File: config.mk
export PLATFORM = sky130hd
export DESIGN_NAME = backslash_escape_decoder_unit
export DESIGN_NICKNAME = d
export VERILOG_FILES = /design/src/design/bed_pkg.sv /design/src/design/backslash_escape_decoder_unit.sv
export SDC_FILE = /design/constraint.sdc
export NUM_CORES = 1
export LEC_CHECK = 0
export ABC_AREA = 1
export BUFFER_PORTS_ARGS = -buffer_cell sky130_fd_sc_hd__buf_4
export CAP_MARGIN = 20
export CORE_AREA = 4 4 67 69
export DETAILED_ROUTE_END_ITERATION = 10
export DIE_AREA = 0 0 71 73
export PLACE_DENSITY = 0.71
export SLEW_MARGIN = 20
export SYNTH_ARGS = -nofsm -noshare
export SYNTH_HDL_FRONTEND = slang
export SYNTH_SLANG_ARGS = --single-unit
File: constraint.sdc
create_clock -name clk -period 1.82 [get_ports clk]
set_input_delay 0.364 -clock clk [delete_from_list [all_inputs] [get_ports clk]]
set_output_delay 0.364 -clock clk [all_outputs]
set_load 0.05 [all_outputs]
File: src/design/bed_pkg.sv
// Shared types, constants and helper functions for the backslash escape decoder.
package bed_pkg;

    typedef enum logic [2:0] {
        MODE_PLAIN = 3'd0,
        MODE_ESC   = 3'd1,
        MODE_OCT1  = 3'd2,
        MODE_OCT2  = 3'd3,
        MODE_HEX0  = 3'd4,
        MODE_HEX1  = 3'd5
    } mode_t;

    localparam logic [7:0] CH_BACKSLASH = 8'd92;
    localparam logic [7:0] CH_ZERO      = 8'd48;
    localparam logic [7:0] CH_SEVEN     = 8'd55;
    localparam logic [7:0] CH_UPPER_A   = 8'd65;
    localparam logic [7:0] CH_LOWER_A   = 8'd97;
    localparam logic [7:0] CH_LOWER_B   = 8'd98;
    localparam logic [7:0] CH_LOWER_E   = 8'd101;
    localparam logic [7:0] CH_LOWER_N   = 8'd110;
    localparam logic [7:0] CH_LOWER_R   = 8'd114;
    localparam logic [7:0] CH_LOWER_T   = 8'd116;
    localparam logic [7:0] CH_LOWER_X   = 8'd120;

    localparam logic [7:0] CODE_BEL = 8'd7;
    localparam logic [7:0] CODE_BS  = 8'd8;
    localparam logic [7:0] CODE_ESC = 8'd27;
    localparam logic [7:0] CODE_LF  = 8'd10;
    localparam logic [7:0] CODE_CR  = 8'd13;
    localparam logic [7:0] CODE_TAB = 8'd9;

    function automatic logic [3:0] hex_digit(input logic [7:0] b);
        logic [7:0] d;
        if (b >= CH_LOWER_A)
            d = b - CH_LOWER_A + 8'd10;
        else if (b >= CH_UPPER_A)
            d = b - CH_UPPER_A + 8'd10;
        else
            d = b - CH_ZERO;
        return d[3:0];
    endfunction

    function automatic logic [7:0] escape_letter(input logic [7:0] b);
        logic [7:0] r;
        case (b)
            CH_LOWER_A: r = CODE_BEL;
            CH_LOWER_B: r = CODE_BS;
            CH_LOWER_E: r = CODE_ESC;
            CH_LOWER_N: r = CODE_LF;
            CH_LOWER_R: r = CODE_CR;
            CH_LOWER_T: r = CODE_TAB;
            default:    r = b;
        endcase
        return r;
    endfunction

endpackage

File: src/design/backslash_escape_decoder_unit.sv
// Streaming decoder of C-style backslash escapes, one byte per cycle unless the input stalls.
//
// The decoder accepts one escaped byte in every cycle while in_stall is low and
// delivers each decoded byte from its output register. A small mode register
// and a nine-bit pending value carry an escape or number across bytes, so bytes
// inside an escape produce no item unless they end the string. An output
// register backed by a one-entry skid buffer lets the input keep flowing while a
// result waits to be taken; the input stalls only while the skid buffer is
// occupied. Sustained rate is at most one item per cycle while out_stall is low.
module backslash_escape_decoder_unit
(
    input  logic       clk,
    input  logic       rst_n,
    input  logic       in_valid,
    output logic       in_stall,
    input  logic [7:0] in_byte,
    input  logic       in_last,
    output logic       out_valid,
    input  logic       out_stall,
    output logic [7:0] out_byte,
    output logic       out_last
);

    bed_pkg::mode_t mode_reg;
    bed_pkg::mode_t mode_next;
    logic [8:0]     pend_reg;
    logic [8:0]     pend_next;

    logic           emit;
    logic [8:0]     val;
    logic           accept;
    logic [2:0]     oct_digit;
    logic [7:0]     oct_sub;

    logic           out_valid_reg;
    logic [7:0]     out_byte_reg;
    logic           out_last_reg;
    logic           skid_valid_reg;
    logic [7:0]     skid_byte_reg;
    logic           skid_last_reg;

    assign accept    = in_valid && !in_stall;
    assign in_stall  = skid_valid_reg;
    assign out_valid = out_valid_reg;
    assign out_byte  = out_byte_reg;
    assign out_last  = out_last_reg;
    assign oct_sub   = in_byte - bed_pkg::CH_ZERO;
    assign oct_digit = oct_sub[2:0];

    always_comb
    begin
        emit      = 1'b0;
        val       = 9'd0;
        mode_next = mode_reg;
        pend_next = pend_reg;
        case (mode_reg)
            bed_pkg::MODE_ESC:
            begin
                if (in_byte >= bed_pkg::CH_ZERO && in_byte <= bed_pkg::CH_SEVEN)
                begin
                    pend_next = {6'd0, oct_digit};
                    mode_next = bed_pkg::MODE_OCT1;
                    emit      = in_last;
                    val       = {6'd0, oct_digit};
                end
                else if (in_byte == bed_pkg::CH_LOWER_X)
                begin
                    pend_next = 9'd0;
                    mode_next = bed_pkg::MODE_HEX0;
                    emit      = in_last;
                end
                else
                begin
                    val       = {1'b0, bed_pkg::escape_letter(in_byte)};
                    emit      = 1'b1;
                    mode_next = bed_pkg::MODE_PLAIN;
                end
            end
            bed_pkg::MODE_OCT1:
            begin
                pend_next = {pend_reg[5:0], oct_digit};
                mode_next = bed_pkg::MODE_OCT2;
                emit      = in_last;
                val       = {pend_reg[5:0], oct_digit};
            end
            bed_pkg::MODE_OCT2:
            begin
                pend_next = {pend_reg[5:0], oct_digit};
                val       = {pend_reg[5:0], oct_digit};
                emit      = 1'b1;
                mode_next = bed_pkg::MODE_PLAIN;
            end
            bed_pkg::MODE_HEX0:
            begin
                pend_next = {5'd0, bed_pkg::hex_digit(in_byte)};
                mode_next = bed_pkg::MODE_HEX1;
                emit      = in_last;
                val       = {5'd0, bed_pkg::hex_digit(in_byte)};
            end
            bed_pkg::MODE_HEX1:
            begin
                pend_next = {pend_reg[4:0], bed_pkg::hex_digit(in_byte)};
                val       = {pend_reg[4:0], bed_pkg::hex_digit(in_byte)};
                emit      = 1'b1;
                mode_next = bed_pkg::MODE_PLAIN;
            end
            default:
            begin
                if (in_byte == bed_pkg::CH_BACKSLASH)
                begin
                    mode_next = bed_pkg::MODE_ESC;
                    emit      = in_last;
                    val       = {1'b0, bed_pkg::CH_BACKSLASH};
                end
                else
                begin
                    val       = {1'b0, in_byte};
                    emit      = 1'b1;
                    mode_next = bed_pkg::MODE_PLAIN;
                end
            end
        endcase
        if (in_last)
        begin
            mode_next = bed_pkg::MODE_PLAIN;
            pend_next = 9'd0;
        end
    end

    always_ff @(posedge clk or negedge rst_n)
    begin
        if (!rst_n)
        begin
            mode_reg <= bed_pkg::MODE_PLAIN;
            pend_reg <= 9'd0;
        end
        else if (accept)
        begin
            mode_reg <= mode_next;
            pend_reg <= pend_next;
        end
    end

    always_ff @(posedge clk or negedge rst_n)
    begin
        if (!rst_n)
        begin
            out_valid_reg  <= 1'b0;
            skid_valid_reg <= 1'b0;
        end
        else if (out_valid_reg && out_stall)
        begin
            if (accept && emit)
            begin
                skid_valid_reg <= 1'b1;
            end
        end
        else if (skid_valid_reg)
        begin
            out_valid_reg  <= 1'b1;
            skid_valid_reg <= 1'b0;
        end
        else
        begin
            out_valid_reg <= accept && emit;
        end
    end

    always_ff @(posedge clk)
    begin
        if (out_valid_reg && out_stall)
        begin
            if (accept && emit && !skid_valid_reg)
            begin
                skid_byte_reg <= val[7:0];
                skid_last_reg <= in_last;
            end
        end
        else if (skid_valid_reg)
        begin
            out_byte_reg <= skid_byte_reg;
            out_last_reg <= skid_last_reg;
        end
        else if (accept && emit)
        begin
            out_byte_reg <= val[7:0];
            out_last_reg <= in_last;
        end
    end

    a_skid_needs_out: assert property (@(posedge clk) disable iff (!rst_n)
        skid_valid_reg |-> out_valid_reg)
        else $error("Skid buffer holds an item while the output register is empty.");

    a_last_clears_state: assert property (@(posedge clk) disable iff (!rst_n)
        accept && in_last |=> mode_reg == bed_pkg::MODE_PLAIN && pend_reg == 9'd0)
        else $error("Decode state not cleared after the final byte of a string.");

    a_number_completes: assert property (@(posedge clk) disable iff (!rst_n)
        accept && (mode_reg == bed_pkg::MODE_OCT2 || mode_reg == bed_pkg::MODE_HEX1)
        |=> out_valid_reg)
        else $error("Completed number did not produce an item.");

    a_skid_drains: assert property (@(posedge clk) disable iff (!rst_n)
        skid_valid_reg && !out_stall |=> !skid_valid_reg)
        else $error("Skid buffer did not drain when the output was taken.");

endmodule

==> results of run 1 <==
==> area by class of cell <==
| type | count | area, um^2 | area share (%) |
|---|---|---|---|
| Tap cell | 50 | 62.6 | 2.47 |
| Inverter | 38 | 148 | 5.84 |
| Timing Repair Buffer | 60 | 465 | 18.4 |
| Multi-Input combinational cell | 179 | 993 | 39.3 |
| Sequential cell | 28 | 793 | 31.4 |
| Clock buffer | 4 | 66.3 | 2.62 |
==> worst reg2reg max path: stages (launching register included) <==
cell	delay, ps
dfrtp_2	470
nor3_4	230
buf_4	160
nor2_4	40
nand2_2	80
o21ai_2	90
o21ai_4	210
a21boi_4	90
buf_12	140
==> cells in the final DEF, fill, tap and decap left out, types with 4 or more instances in the layout <==
| cell | instances |
|---|---|
| a21oi_1 | 4 |
| o21ai_1 | 4 |
| o21ai_0 | 6 |
| nand2_2 | 6 |
| nand3_1 | 30 |
| dfrtp_1 | 8 |
| inv_2 | 10 |
| inv_1 | 26 |
| buf_4 | 58 |
| o21ai_2 | 7 |
| o22ai_1 | 4 |
| nor2_1 | 19 |
| edfxtp_1 | 18 |
| nand4_1 | 4 |
| nand2_1 | 72 |
==> worst min-delay path by stage <==
stage            start             to  slack (ps)  cells past startpoint
2_1_floorplan    rst_n       in_stall          70                      0
3_3_place_gp     rst_n      out_valid         200                      1
3_5_place_dp     rst_n      out_valid         200                      1
4_1_cts        in_last  skid_last_reg         280                      1
5_1_grt        in_last  skid_last_reg         270                      1
6_report       in_last  skid_last_reg         290                      1
==> what timing repair did <==
action,4_1_cts,5_1_grt
setup endpoints to repair,9,20
setup buffers,1,2
cloned,0,0
endpoints found under the hold margin,10,0
resized for setup,0,6
hold buffers,1,0
pin swaps,1,3
==> layer usage <==
| layer | GRT usage (%) | part of all wire, % | vias to the layer above |
|---|---|---|---|
| met2 | 32.3 | 51 | 49 |
| met5 | 0 | 0 | - |
| met3 | 2.20 | 4.9 | 4 |
| li1 | - | - | 936 |
| met1 | 22.4 | 44 | 847 |
| met4 | 2.92 | 0.68 | 0 |
==> cells by family after synthesis <==
family,Yosys count
flops,28
xor+xnor,1
buf+inv,42
fa+ha+maj,4
simple gates,145
compound gates,29
==> power breakdown <==
part	total [mW]	internal, mW	switching (mW)
registers	0.779	0.761	0.0180
clock network	0.431	0.239	0.192
logic	0.552	0.187	0.365
total	1.76	1.19	0.575
==> results by group, run 1 <==
Outcome
  – Status: complete, no violations

Placement
  – Routability cong.: 0.896
  – Post-Place Cells: 351
  – Post-DP HPWL: 3.72 mm
  – Placed Area: 2400 um^2
  – Dpl ws: -129 ps
  – Buffers on Ports: 23

Global routing
  – Tot GR Track Use: between 10% and 20%
  – First-pass GRT wire length: ~7.4 mm
  – Total congestion overflow: 0
  – Initial antenna violation count: 0
  – Vias in the first global route: 1,696
  – Largest net degree at the start of global routing: 17

Synth
  – Syn_nets: 266
  – Synth area leaders: edfxtp_1 28%, nand2_1 14%, dfrtp_1 13%
  – Share of flip-flops with an asynchronous set or reset: 35.7%
  – Mapped cell area: 1920 um^2
  – Largest family of logic cells by synthesized area: simple AND/OR/NAND/NOR gates
  – Top-count cell post-synth: nand2_1
  – Post-synthesis mux area share: 0%
  – Yosys warns: 0
  – Mean Syn Cell Area: approximately 7.7 um^2
  – Sequential element share of the synthesized area: 41.3%
  – Top-area cell type share of the netlist area: ~28%
  – #FFs+latches synth: 28
  – Predominant post-synthesis flop cell: edfxtp_1
  – Area share of and/or/nand/nor cells after synthesis: a little over a third
  – Cell variety after synth: 32
  – Post-synth top area cell: edfxtp_1
  – Synthesized-area fraction occupied by adder cells: 2.61%
  – Synth Area in XOR/XNOR: 0.457%
  – Post-synthesis instance total: around 250
  – Post-synthesis compound-gate area fraction: 10.1%
  – Number of synthesized flops with an enable pin: 18
  – Post-synth top cells: 73 x nand2_1, 30 x nand3_1, 29 x inv_1

STA
  – Crit share post-route: 95.0%
  – Slew headroom: 81.2%
  – Crit path time final: 1730 ps
  – RSZ-0062 raised after global routing: false
  – Fmax: 578 MHz
  – Final hold slack: around 300 ps
  – Max Slew Vio Count: 0
  – Min setup slack post-route: around 91 ps
  – Final setup violation count: 0
  – Worst Clk Skew: around 5 ps
  – Endpoints failing hold: 0
  – Slew @ Worst Pin: 281 ps
  – Setup TNS: 0 ps

Setup path
  – CP max FO: 9
  – Critical Path Slowest Stage Cell: dfrtp_2
  – Critical path's top delay family: flip-flops
  – Worst r2r src: mode_reg[1]
  – CP arrival: between 1500 and 2000 ps
  – Worst reg2reg setup slack: 90 ps
  – CP peak stage delay: 470 ps
  – Critical Path Sink Type: flop
  – Worst Setup SP: mode_reg[1]
  – WP data required: 1870 ps
  – Crit path buffers/inverters: 2
  – Reg2Reg Depth: 8
  – Kind of critical path: flop to flop
  – Critical path cell sequence: nor3_4 -> buf_4 -> nor2_4 -> nand2_2 -> o21ai_2 -> o21ai_4 -> a21boi_4 -> buf_12
  – RR Endpoint: out_byte[1]
  – CP Launch Type: flop
  – CP Capture Point: out_byte[1]
  – Crit path depth: 8

Floorplanning
  – Die area: 5180 um^2
  – Rows: 23
  – Initial core utilization: 48.9%
  – DIE HEIGHT: between 70 and 80 um
  – Die X: about 70 um
  – Core area: 3910 um^2
  – # IOs: 24

Routing
  – Final antenna-violating net count: 0
  – Vias per cell: 5.11
  – First-pass detailed-route iteration total: 5
  – Routed WL per cell: between 10 and 15 um
  – Initial DRC Count: 125
  – WL final: 4.54 mm
  – Via Count: 1,836
  – DRC violations left: 0

Cells and area
  – Area Growth Syn to Fin: 32.0%
  – Layout Cells excl Fill: between 300 and 400
  – Design Area, Final: approximately 2500 um^2
  – Fillers: 352
  – Layout cells sized above 1: 34.6%
  – Final core occ: 64.6%
  – # nets final: 327
  – Antenna cells: 0

Clocking
  – Worst-case clock buffer depth: 2
  – CTS tree: built
  – Clk pin slew, worst setup/hold paths: 100 ps
  – Clock root buffer: clkbuf_8
  – Clock sink count: 28
  – Htree depth: 1
  – Worst-Skew Late Latency: 270 ps
  – Number of buffers created by CTS: 3

Pwr
  – Worst VDD drop: 480 uV
  – Tot Pwr: roughly 1.8 mW
  – PD cells: approximately 700 nW/um^2
  – Static leakage: ~1.2 nW

Min path
  – HP Class: input pin to flop

Run
  – Max-cap violations: 0
Power figures use the tool's default switching activity.
==> inputs of run 2 (changes only) <==
--- a/config.mk
+++ b/config.mk
@@ -11,7 +11,7 @@
 export CORE_AREA = 4 4 67 69
 export DETAILED_ROUTE_END_ITERATION = 10
 export DIE_AREA = 0 0 71 73
-export PLACE_DENSITY = 0.71
+export PLACE_DENSITY = 0.69
 export SLEW_MARGIN = 20
 export SYNTH_ARGS = -nofsm -noshare
 export SYNTH_HDL_FRONTEND = slang
==> constraint.sdc (replaced) <==
create_clock -name clk -period 1.5 [get_ports clk]
set_input_delay 0.3 -clock clk [delete_from_list [all_inputs] [get_ports clk]]
set_output_delay 0.3 -clock clk [all_outputs]
set_load 0.05 [all_outputs]
==> run 2 against run 1 <==
Net effect:
- the flow now finishes with violations (negative setup slack)
- core utilization rose by 8.8 points
- setup slack got worse by 340 ps
- global-route usage up 3.0 points
- power is 24% higher
- design area is 14% higher
- sequential share of layout area is 3.8 points lower
- worst hold slack got worse by 58 ps
- final cell count is 6.7% higher
- register-to-register slack worse by 340 ps
- die area unchanged
- critical path type unchanged
==> results by group, run 2 (synthesis results as in run 1) <==
STA
  – RSZ-0062 raised after global routing: true
  – Worst Clk Skew: 6.80 ps
  – Min setup slack post-route: -252 ps
  – Slew headroom: 81.8%
  – Fmax: approximately 570 MHz
  – Crit path time final: 1750 ps
  – Max Slew Vio Count: 0
  – Final setup violation count: 38
  – Endpoints failing hold: 0
  – Setup TNS: -6060 ps
  – Crit share post-route: 117%
  – Slew @ Worst Pin: 272 ps

Global routing
  – Vias in the first global route: about 1.8k
  – Initial antenna violation count: 0
  – Largest net degree at the start of global routing: 16
  – Total congestion overflow: 0
  – First-pass GRT wire length: approximately 8.4 mm
  – Tot GR Track Use: about a fifth

Routing
  – Top layer in use: met4
  – Vias per cell: 5.01
  – Via Count: 1,920
  – First-pass detailed-route iteration total: 4
  – Routed WL per cell: about 14 um
  – Met3 routed WL: slightly above 200 um
  – Initial DRC Count: 112
  – DR WL met2: 2.79 mm
  – WL final: 5.23 mm
  – DRC violations left: 0
  – Final antenna-violating net count: 0
  – M1 WL: 2.15 mm

Pwr
  – Comb pwr share: about 36%
  – Switching pwr: 0.726 mW
  – Tot Pwr: around 2.2 mW
  – Sw frac: 33.3%
  – Static leakage: 1.37 nW
  – Worst VDD drop: 517 uV
  – Sequential share of power: 43.6%
  – Internal power: 1.45 mW
  – PD cells: 758 nW/um^2
  – Clk pwr share: approximately 21%

Placement
  – Buffers on Ports: 23
  – Post-DP HPWL: around 4.1 mm
  – Routability cong.: 0.858
  – Post-Place Cells: 368

Cells and area
  – Fillers: 295
  – Commonest non-fill, non-tap cells in the layout: 74 x buf_4, 59 x nand2_1, 27 x nand3_1, 26 x inv_1
  – Final core occ: approximately 73%
  – Layout cells sized above 1: 46.5%
  – # nets final: 351
  – Most common cell after layout, fill and taps aside: buf_4
  – Area Growth Syn to Fin: 50.0%
  – Antenna cells: 0
  – Layout Cells excl Fill: around 380

Setup path
  – Kind of critical path: flop to flop
  – Critical Path Sink Type: flop
  – CP max FO: 9
  – CP Launch Type: flop
  – CP arrival: 1740 ps
  – WP data required: approximately 1500 ps

Floorplanning
  – Rows: 23
  – DIE HEIGHT: 73 um
  – Die X: 71 um
  – Core area: 3910 um^2
  – # IOs: 24
  – Die area: 5180 um^2
  – Initial core utilization: 48.9%

Clocking
  – Clock root buffer: clkbuf_8
  – Htree depth: 1
  – CTS tree: built
  – Worst-Skew Late Latency: 270 ps
  – Clk pin slew, worst setup/hold paths: 90 ps
  – Number of buffers created by CTS: 3
  – Clock sink count: 28
  – Worst-case clock buffer depth: 2

Outcome
  – Status: finished with violations
  – Failing checks: negative setup slack

Min path
  – HP Class: input pin to flop

Run
  – Max-cap violations: 0
[run 2: changes by cell type in the layout (fill, tap and decap cells not counted), sizes merged]
cell and delta:
buf +23, clkbuf +1
[run 2: worst max-delay path, cell delays in order (launching register included)]
cell      delay, ps
dfrtp_2         460
nor3_4          250
buf_6           150
nand3_4         110
nand2_4          90
o21ai_4          90
a21boi_4        180
buf_12          140
[run 2: worst paths after layout]
kind / depth (start not counted) / slack [ps] / endpoint / from
worst min register to register: 2 / 520 / pend_reg[1] / pend_reg[1]
worst min-delay path: 1 / 230 / skid_last_reg / in_last
worst max register to register: 7 / -250 / out_byte[0] / mode_reg[1]
min in group asynchronous: 2 / 390 / pend_reg[3] / rst_n
worst max-delay path: 7 / -250 / out_byte[0] / mode_reg[1]
max in group asynchronous: 2 / 950 / mode_reg[1] / rst_n
[run 2: through the flow]
step	setup slack (ps)	instance area [um^2]	hold WS (ps)
final	-252	2870	235
after global routing	-318	2870	220
after CTS	-266	2780	225
after detailed placement	-346	2580	138
after global placement	-323	2580	134
after floorplan	-241	1980	4.41
[run 2: layout make-up]
| type | count | area [um^2] | area share, % |
|---|---|---|---|
| flip-flops and latches | 28 | 793 | 27.6 |
| well taps | 50 | 62.6 | 2.18 |
| repair buffers | 84 | 698 | 24.3 |
| inverters | 38 | 160 | 5.57 |
| multi-input cells | 179 | 1100 | 38.4 |
| clock buffers | 4 | 55.1 | 1.92 |
[run 2: routing by layer]
| layer | GRT usage, % | up-vias |
|---|---|---|
| met2 | 37.9 | 44 |
| met5 | 0 | - |
| met4 | 5.43 | 0 |
| li1 | - | 981 |
| met1 | 25.5 | 889 |
| met3 | 2.34 | 6 |
[run 2: timing repair]
action                                  CTS  global route
pin swaps                                 7            16
resized for setup                        11            26
gates cloned                              0             1
endpoints found under the setup margin   44            44
setup buffers                             9             2
hold buffers                              1             0
endpoints found under the hold margin    10             0
[run 2: power by group through the flow]
stage / registers (mW) / logic [mW] / clock network (mW)
after detailed placement: 0.967 / 0.678 / 0
after global placement: 0.962 / 0.669 / 0
final: 0.949 / 0.777 / 0.452
after global routing: 0.957 / 0.824 / 0.503
after floorplan: 1.16 / 0.227 / 0
after CTS: 0.950 / 0.741 / 0.465
